==> config.mk <==
export PLATFORM = sky130hd
export DESIGN_NAME = mmbd_lane
export DESIGN_NICKNAME = d
export VERILOG_FILES = /design/src/design/mmbd_pkg.sv /design/src/design/mmbd_lane.sv
export SDC_FILE = /design/constraint.sdc
export NUM_CORES = 1
export LEC_CHECK = 0
export BUFFER_PORTS_ARGS = -buffer_cell sky130_fd_sc_hd__buf_2
export CORE_MARGIN = 5
export CORE_UTILIZATION = 47
export DETAILED_ROUTE_END_ITERATION = 10
export GPL_TIMING_DRIVEN = 0
export PLACE_DENSITY = 0.93
export SLEW_MARGIN = 20
export SYNTH_ARGS = -nofsm -noshare
export SYNTH_HDL_FRONTEND = slang
export SYNTH_SLANG_ARGS = --single-unit
==> constraint.sdc <==
create_clock -name vclk -period 3.6
set_clock_uncertainty 0.2 [all_clocks]
set_input_delay 0.36 -clock vclk [all_inputs]
set_output_delay 0.36 -clock vclk [all_outputs]
set_load 0.005 [all_outputs]
==> src/design/mmbd_pkg.sv <==
// ----------------------------------------------------------------------------
// mmbd_pkg
// Shared constants and types for the 2x2 box filter mipmap downsampler.
// ----------------------------------------------------------------------------
package mmbd_pkg;

    localparam int MAX_DEST_WIDTH  = 2048;
    localparam int MAX_DEST_HEIGHT = 4096;

    // Register field widths.
    localparam int DW_W = 12;
    localparam int DH_W = 13;

    // Source position counters and line store addressing.
    localparam int COL_W  = $clog2(2 * MAX_DEST_WIDTH);
    localparam int ROW_W  = $clog2(2 * MAX_DEST_HEIGHT);
    localparam int SLOT_W = (MAX_DEST_WIDTH > 1) ? $clog2(MAX_DEST_WIDTH) : 1;

    // Pixel layout: four 8-bit channels, pair sums carry one extra bit each.
    localparam int LANES  = 4;
    localparam int CH_W   = 8;
    localparam int PSUM_W = CH_W + 1;
    localparam int PIX_W  = LANES * CH_W;
    localparam int LSUM_W = LANES * PSUM_W;

    // Register indexes on the configuration port.
    localparam int REG_DEST_WIDTH  = 0;
    localparam int REG_DEST_HEIGHT = 1;

    typedef logic [COL_W-1:0]  t_col;
    typedef logic [ROW_W-1:0]  t_row;
    typedef logic [SLOT_W-1:0] t_slot;
    typedef logic [LSUM_W-1:0] t_lsum;

    // Request to the line store.
    typedef struct packed {
        logic  wr_en;
        logic  rd_en;
        t_slot addr;
        t_lsum wdata;
    } t_ls_req;

endpackage

==> src/design/mmbd_lane.sv <==
// ----------------------------------------------------------------------------
// mmbd_lane
// One byte channel: horizontal pair sum and the floor of the 2x2 mean.
// ----------------------------------------------------------------------------
module mmbd_lane (
    input  logic [mmbd_pkg::CH_W-1:0]   i_hold_ch,
    input  logic [mmbd_pkg::CH_W-1:0]   i_cur_ch,
    input  logic [mmbd_pkg::PSUM_W-1:0] i_above,
    output logic [mmbd_pkg::PSUM_W-1:0] o_pair,
    output logic [mmbd_pkg::CH_W-1:0]   o_avg
);
    import mmbd_pkg::*;

    logic [PSUM_W:0] w_quad;

    assign o_pair = {1'b0, i_hold_ch} + {1'b0, i_cur_ch};
    assign w_quad = {1'b0, i_above} + {1'b0, o_pair};
    // Divide by four, truncating.
    assign o_avg  = w_quad[PSUM_W:2];

endmodule

==> out/qor.yml, run 1 <==
status: "finished, final reports clean"
drtIter0Drc: 7
routed_via_density: 5.80
clock_buffers: 0
critPathLaunchType: "primary input"
gp_congestion: 0.831
routed_wirelength_mm: 2.22
critPathMaxFanout: 4
nFlopsAndLatches: 0
port_buffers: 42
postSynthAreaPerCell_sq_um: 7.96
die-area_sq_um: 2380
ioPinCount: 42
regArea_sq_um: 0
die_w_um: 48.8
drv_cap: 0
remaining_drc_errors: 0
grt_use_total: 0.164
synthTopCellsByArea: "ha_1 30%, xnor2_1 8.7%, a21o_1 5.3%, nor2_1 5.3%, xor2_1 4.9%"
final_common_cell: "buf_2"
fin_ws_ps: 97.3
yosysTopAreaCellShare: 0.300
ant_nets: 0
grt_max_degree: 10
ir_worst_vdd_mv: 0.148
worst_pin_slew_ps: 404
vias: 887
holdBufCountCts: 0
antenna_found_initial: 0
grt_pass1_vias: 850
syn_inst: 89
min_period_over_period: 0.973
finalNetCount: 182
fin_crit_ps: 3500
grt_overflow_total: 0
layout_common_cells: "42 x buf_2, 14 x ha_1, 10 x nor2_1"
core_sq_um: 1470
grt_pass1_wl_mm: 3.38
final_layout_size_suffix_gt1_frac: 0.460
ys_seq_area_frac: 0
hold_viol_final: 0
dp_worst_setup_slack_ps: -100
relSlewSlack: 0.731
syn_area_sq_um: 708
setup_viol: 0
syn-num-nets: 132
power_leakage_uw: 0.000533
start_util: 0.481
drv_slew: 0
yosysUniqueCellTypes: 28
yosysWarnings: 0
die_h_um: 48.8
yosys.area.top_type: "ha_1"
hpwl_mm: 1.72
hp-class: "primary input to output port"
instances_no_fill: 153
diodes: 0
p_per_area_nw_per_um2: 352
crit_path_end_kind: "output port"
holdWs_ps: 889
post-place-cells: 147
fmax_mhz: 285
crit_type: "primary input to output port"
dr.pass1.iters: 4
critPathRequiredTime_ps: 3040
syn_to_final_growth_pct: 43.1
rows: 14
finalSetupTns_ps: 0
arrival_ps: 2940
wl_per_cell_um: 14.5
==> through the flow <==
step                total power [uW]   util  area [sq um]
finish                           357  0.689          1010
detailed placement               316  0.638           938
global placement                 304  0.638           938
floorplan                        212      -           708
global route                     392  0.689          1010
CTS                              322  0.645           950
==> Yosys cell counts <==
| cell | number |
|---|---|
| o21ai_0 | 2 |
| o21ai_2 | 1 |
| a211oi_1 | 2 |
| o41ai_2 | 1 |
| a2111oi_4 | 1 |
| nor3_1 | 4 |
| ha_1 | 17 |
| a31oi_1 | 1 |
| and3_1 | 3 |
| a21oi_1 | 6 |
| nand4_1 | 2 |
| a221oi_2 | 1 |
| nor3_2 | 1 |
| inv_1 | 4 |
| o211ai_1 | 1 |
| clkbuf_2 | 1 |
| and2b_2 | 1 |
| a221o_1 | 1 |
| a21o_1 | 5 |
| fa_1 | 1 |
| o41a_1 | 1 |
| o311ai_1 | 1 |
| nand3_1 | 5 |
| xnor2_1 | 7 |
| nor2_1 | 10 |
| xor2_1 | 4 |
| nand2_1 | 4 |
| and3_2 | 1 |
==> path summary, 6_finish.rpt <==
check    startpoint        end  slack [ps]  cells after the start
min     i_cur_ch[0]  o_pair[0]         890                      3
max    i_hold_ch[0]   o_avg[5]         100                     13
==> final cells by class <==
type,count,area [sq um]
fill,122,458
inverter,4,15.0
multi-input combinational,84,716
tap,16,20.0
timing repair buffer,49,263
==> power by group <==
part           switching (uW)  internal, uW  leakage, uW
registers                   0             0            0
clock network               0             0            0
logic                     180           177     0.000533
==> worst max-delay path: stages <==
cell and delay [ps]:
buf_2 100, ha_2 190, fa_2 340, a21o_1 180, a21oi_2 160, buf_4 140
xnor2_1 70, ha_1 340, inv_2 60, a2111oi_4 390, o21ai_2 130, o311ai_1 300
buf_2 170
==> cell families (layout without fill, tap and decap cells) <==
group | after synthesis | in the layout | synth area share
AO/OA/AOI/OAI | 24 | 24 | 0.288
XOR/XNOR | 11 | 11 | 0.136
adder cells (fa/ha/maj) | 18 | 18 | 0.329
buffers and inverters | 5 | 53 | 0.0283
AND/OR/NAND/NOR | 31 | 31 | 0.219
==> what timing repair did <==
action | CTS | global route
hold endpoints to repair | 0 | 0
buffers inserted | 1 | 6
resized for setup | 1 | 7
endpoints found under the setup margin | 2 | 3
pin swaps | 3 | 10
==> routing by layer <==
metal,part of all wire,GRT usage
met1,0.37,0.180
met2,0.56,0.343
met3,0.049,0.00917
met4,0.015,0.00897
met5,0,0
No activity file was read; power rests on OpenSTA's default activity.
==> inputs of run 2 (changes only) <==
--- a/config.mk
+++ b/config.mk
@@ -11,6 +11,7 @@
 export DETAILED_ROUTE_END_ITERATION = 10
 export GPL_TIMING_DRIVEN = 0
 export PLACE_DENSITY = 0.93
+export RECOVER_POWER = 100
 export SLEW_MARGIN = 20
 export SYNTH_ARGS = -nofsm -noshare
 export SYNTH_HDL_FRONTEND = slang
==> run 2 against run 1 <==
  * Non-clock buffer count is the same
  * Global-route usage stayed put
  * Maximum frequency is 0.11% lower
  * Flip-flop and latch count unchanged
  * Total power fell by 0.46%
  * Critical path type unchanged
  * Hold slack barely moved
  * Routed wire length about the same
  * Cell area down 0.37%
  * Combinational power about the same
==> out/qor.yml, run 2 (synthesis gave the netlist of run 1 again) <==
holdWs_ps: 889
dr_wl_met2_mm: 1.24
grt_max_degree: 10
hold_viol_final: 0
drv_slew: 0
wl_per_cell_um: 14.5
hpwl_mm: 1.72
setup_viol: 0
grt_pass1_wl_mm: 3.38
start_util: 0.481
drv_cap: 0
vias: 887
regArea_sq_um: 0
fmax_mhz: 285
status: "finished, final reports clean"
worst_pin_slew_ps: 404
grt_overflow_total: 0
critPathRequiredTime_ps: 3040
dr.pass1.iters: 4
wl_met3_um: 109
crit_path_end_kind: "output port"
finalNetCount: 182
placed_area_sq_um: 938
final_layout_size_suffix_gt1_frac: 0.438
critPathMaxFanout: 4
final_common_cell: "buf_2"
relSlewSlack: 0.731
clock_buffers: 0
remaining_drc_errors: 0
diodes: 0
antenna_found_initial: 0
crit_type: "primary input to output port"
hp-class: "primary input to output port"
holdBufCountCts: 0
core_sq_um: 1470
min_period_over_period: 0.974
ir_worst_vdd_mv: 0.146
syn_to_final_growth_pct: 42.6
drtIter0Drc: 8
fin_crit_ps: 3510
die_w_um: 48.8
ioPinCount: 42
layout_common_cells: "38 x buf_2, 14 x ha_1, 10 x nor2_1"
die_h_um: 48.8
gp_congestion: 0.831
die-area_sq_um: 2380
grt_use_total: 0.164
routed_via_density: 5.80
p_per_area_nw_per_um2: 352
top_layer: "met4"
power_leakage_uw: 0.000525
multi_input_area_sq_um: 716
arrival_ps: 2950
grt_pass1_vias: 850
fill_cells: 122
fin_area_sq_um: 1010
p_total_uw: 355
met1_length_um: 837
critPathLaunchType: "primary input"
finalSetupTns_ps: 0
nFlopsAndLatches: 0
ant_nets: 0
routed_wirelength_mm: 2.22
rows: 14
port_buffers: 42
## run 2: layout make-up
| cell class | count | area share |
|---|---|---|
| inverters | 4 | 0.0149 |
| multi-input cells | 84 | 0.709 |
| well taps | 16 | 0.0198 |
| repair buffers | 49 | 0.257 |
## run 2: path summary, 6_finish.rpt
check	start	endpoint	slack (ps)	cells after the start
worst max-delay path	i_hold_ch[0]	o_avg[5]	90	13
worst min-delay path	i_cur_ch[0]	o_pair[0]	890	3
## run 2: stage by stage
stage / setup WS [ps] / instances / utilization
4_1_cts: 3.53 / 148 / 0.645
5_1_grt: -67.8 / 153 / 0.686
3_5_place_dp: -100 / 147 / 0.638
2_1_floorplan: 361 / 89 / -
3_3_place_gp: 22.7 / 147 / 0.638
6_report: 93.3 / 153 / 0.686
## run 2: routing by layer
metal / vias up / GRT usage
met5: - / 0
met2: 31 / 0.343
met3: 4 / 0.00917
met1: 418 / 0.180
met4: 0 / 0.00897
li1: 434 / -
## run 2: power breakdown
part,internal [uW],total (uW),leakage [uW],switching (uW)
Clock,0,0,0,0
Sequential,0,0,0,0
Combinational,175,355,0.000525,180
## run 2: what timing repair did
action	in CTS	in global routing
pin swaps	3	10
gates resized for setup	1	7
buffers inserted	1	6
endpoints found under the setup margin	2	3
## run 2: critical path, stage by stage
cell,delay [ps]
buf_2,100
ha_2,190
fa_2,340
a21o_1,180
a21oi_2,160
buf_4,140
xnor2_1,80
ha_1,340
inv_2,60
a2111oi_4,390
o21ai_2,130
o311ai_1,300
buf_2,170
==> inputs of run 3 (changes only) <==
--- a/config.mk
+++ b/config.mk
@@ -5,6 +5,7 @@
 export SDC_FILE = /design/constraint.sdc
 export NUM_CORES = 1
 export LEC_CHECK = 0
+export ABC_AREA = 1
 export BUFFER_PORTS_ARGS = -buffer_cell sky130_fd_sc_hd__buf_2
 export CORE_MARGIN = 5
 export CORE_UTILIZATION = 47
==> run 3 against run 2 <==
  * Count of clock-buffer cells in the layout did not move
  * Combinational power shrank 29%
  * Core utilization decreased by 5.9 points
  * Non-clock buffer count fell by 7
  * Cell area shrank 8.6%
==> out/qor.yml, run 3 <==
wl_met3_um: 74
relSlewSlack: 0.800
remaining_drc_errors: 0
yosysTopAreaCellShare: 0.300
finalSetupTns_ps: 0
min_to: "o_pair[0]"
hpwl_mm: 1.67
die_h_um: 48.9
min_delay_path_depth: 3
grt_pass1_vias: 772
yosysWarnings: 0
crit_chain: "buf_2, ha_1, fa_1, nand3_1, nand2_1, a21oi_1, inv_1, nand2_1, nand2_1, ha_1, nand2_1, nand2_1, a31oi_1, nand2_1, nand2_1, nand2_1, clkbuf_1"
hp-class: "primary input to output port"
cts_resized: 0
hold_viol_final: 0
cpMostUsedCell: "nand2_1"
final_common_cell: "nand2_1"
diodes: 0
fin_ws_ps: 370
holdWs_ps: 829
p_per_area_nw_per_um2: 274
crit_buf_inv: 3
core_sq_um: 1470
finalNetCount: 211
grt_pass1_wl_mm: 3.17
routed_wirelength_mm: 1.79
critPathSlowestCell: "fa_1"
met1_length_um: 706
routed_via_density: 4.85
rsz0062_at_grt: "no"
power_leakage_uw: 0.000611
grt_max_degree: 6
cpPeakStageDelay_ps: 420
drv_cap: 0
arrival_ps: 2670
ant_nets: 0
final_layout_size_suffix_gt1_frac: 0.199
fin_area_sq_um: 923
drtIter0Drc: 27
cp_top_family: "adder cells"
gp_congestion: 0.863
dp_worst_setup_slack_ps: 448
vias: 883
critPathLaunchType: "primary input"
layout_common_cells: "48 x nand2_1, 30 x buf_2, 22 x inv_1"
syn_to_final_growth_pct: 30.2
clock_buffers: 0
die-area_sq_um: 2390
crit_path_end_kind: "output port"
nFlopsAndLatches: 0
min_from: "i_cur_ch[0]"
syn_inst: 124
critPathMaxFanout: 3
synthTopCellsByArea: "ha_1 30%, nand2_1 25%, inv_1 12%, xor2_1 8.6%, nand3_1 5.6%"
worst_pin_slew_ps: 298
yosysUniqueCellTypes: 15
ys_seq_area_frac: 0
port_buffers: 42
ir_worst_vdd_mv: 0.127
holdBufCountCts: 0
rows: 14
grt_use_total: 0.149
fmax_mhz: 310
status: "finished, final reports clean"
postSynthAreaPerCell_sq_um: 5.72
placed_area_sq_um: 940
dr_wl_met2_mm: 1.01
drv_slew: 0
p_total_uw: 253
start_util: 0.482
critPathRequiredTime_ps: 3040
yosys.area.top_type: "ha_1"
fin_crit_ps: 3230
post-synth-top-count-cell: "nand2_1"
die_w_um: 48.9
syn-num-nets: 167
crit_type: "primary input to output port"
ioPinCount: 42
setup_viol: 0
regArea_sq_um: 0
wl_per_cell_um: 9.85
post_cts_buffers: 0
grt_overflow_total: 0
min_period_over_period: 0.897
top_layer: "met3"
syn_area_sq_um: 709
antenna_found_initial: 0
dr.pass1.iters: 4
synth_common_cells: "48 x nand2_1, 22 x inv_1, 17 x ha_1"
## run 3: power by group
group / switching (uW) / internal [uW] / total [uW]
combinational: 146 / 107 / 253
sequential: 0 / 0 / 0
clock: 0 / 0 / 0
total: 146 / 107 / 253
## run 3: final cells by class
class	count	area, sq um
Timing Repair Buffer	42	198
Tap cell	16	20.0
Inverter	22	82.6
Fill cell	140	548
Multi-Input combinational cell	102	623
## run 3: kinds of logic after synthesis
group / synth area share
adder cells (fa/ha/maj): 0.328
AO/OA/AOI/OAI: 0.113
AND/OR/NAND/NOR: 0.356
XOR/XNOR: 0.0864
buffers and inverters: 0.116
## run 3: metrics by stage
stage | instances | utilization
2_1_floorplan | 124 | -
3_3_place_gp | 182 | 0.639
6_report | 182 | 0.628
3_5_place_dp | 182 | 0.639
5_1_grt | 182 | 0.628
4_1_cts | 182 | 0.639
## run 3: how the worst max path moves through the flow
stage / cells after the start / slack [ps] / to / startpoint
floorplan: 15 / 830 / o_avg[5] / i_hold_ch[0]
global placement: 17 / 510 / o_avg[5] / i_hold_ch[0]
detailed placement: 17 / 450 / o_avg[5] / i_hold_ch[0]
CTS: 17 / 440 / o_avg[5] / i_hold_ch[0]
global route: 16 / 130 / o_avg[5] / i_hold_ch[0]
finish: 17 / 370 / o_avg[5] / i_hold_ch[0]
## run 3: tightest hold or removal path: stages
cell   delay, ps
buf_2         80
ha_1         120
buf_2        110
## run 3: metal layers
metal | track usage | up-vias
li1 | - | 485
met1 | 0.182 | 381
met2 | 0.296 | 17
met3 | 0.00917 | 0
met4 | 0 | 0
met5 | 0 | -
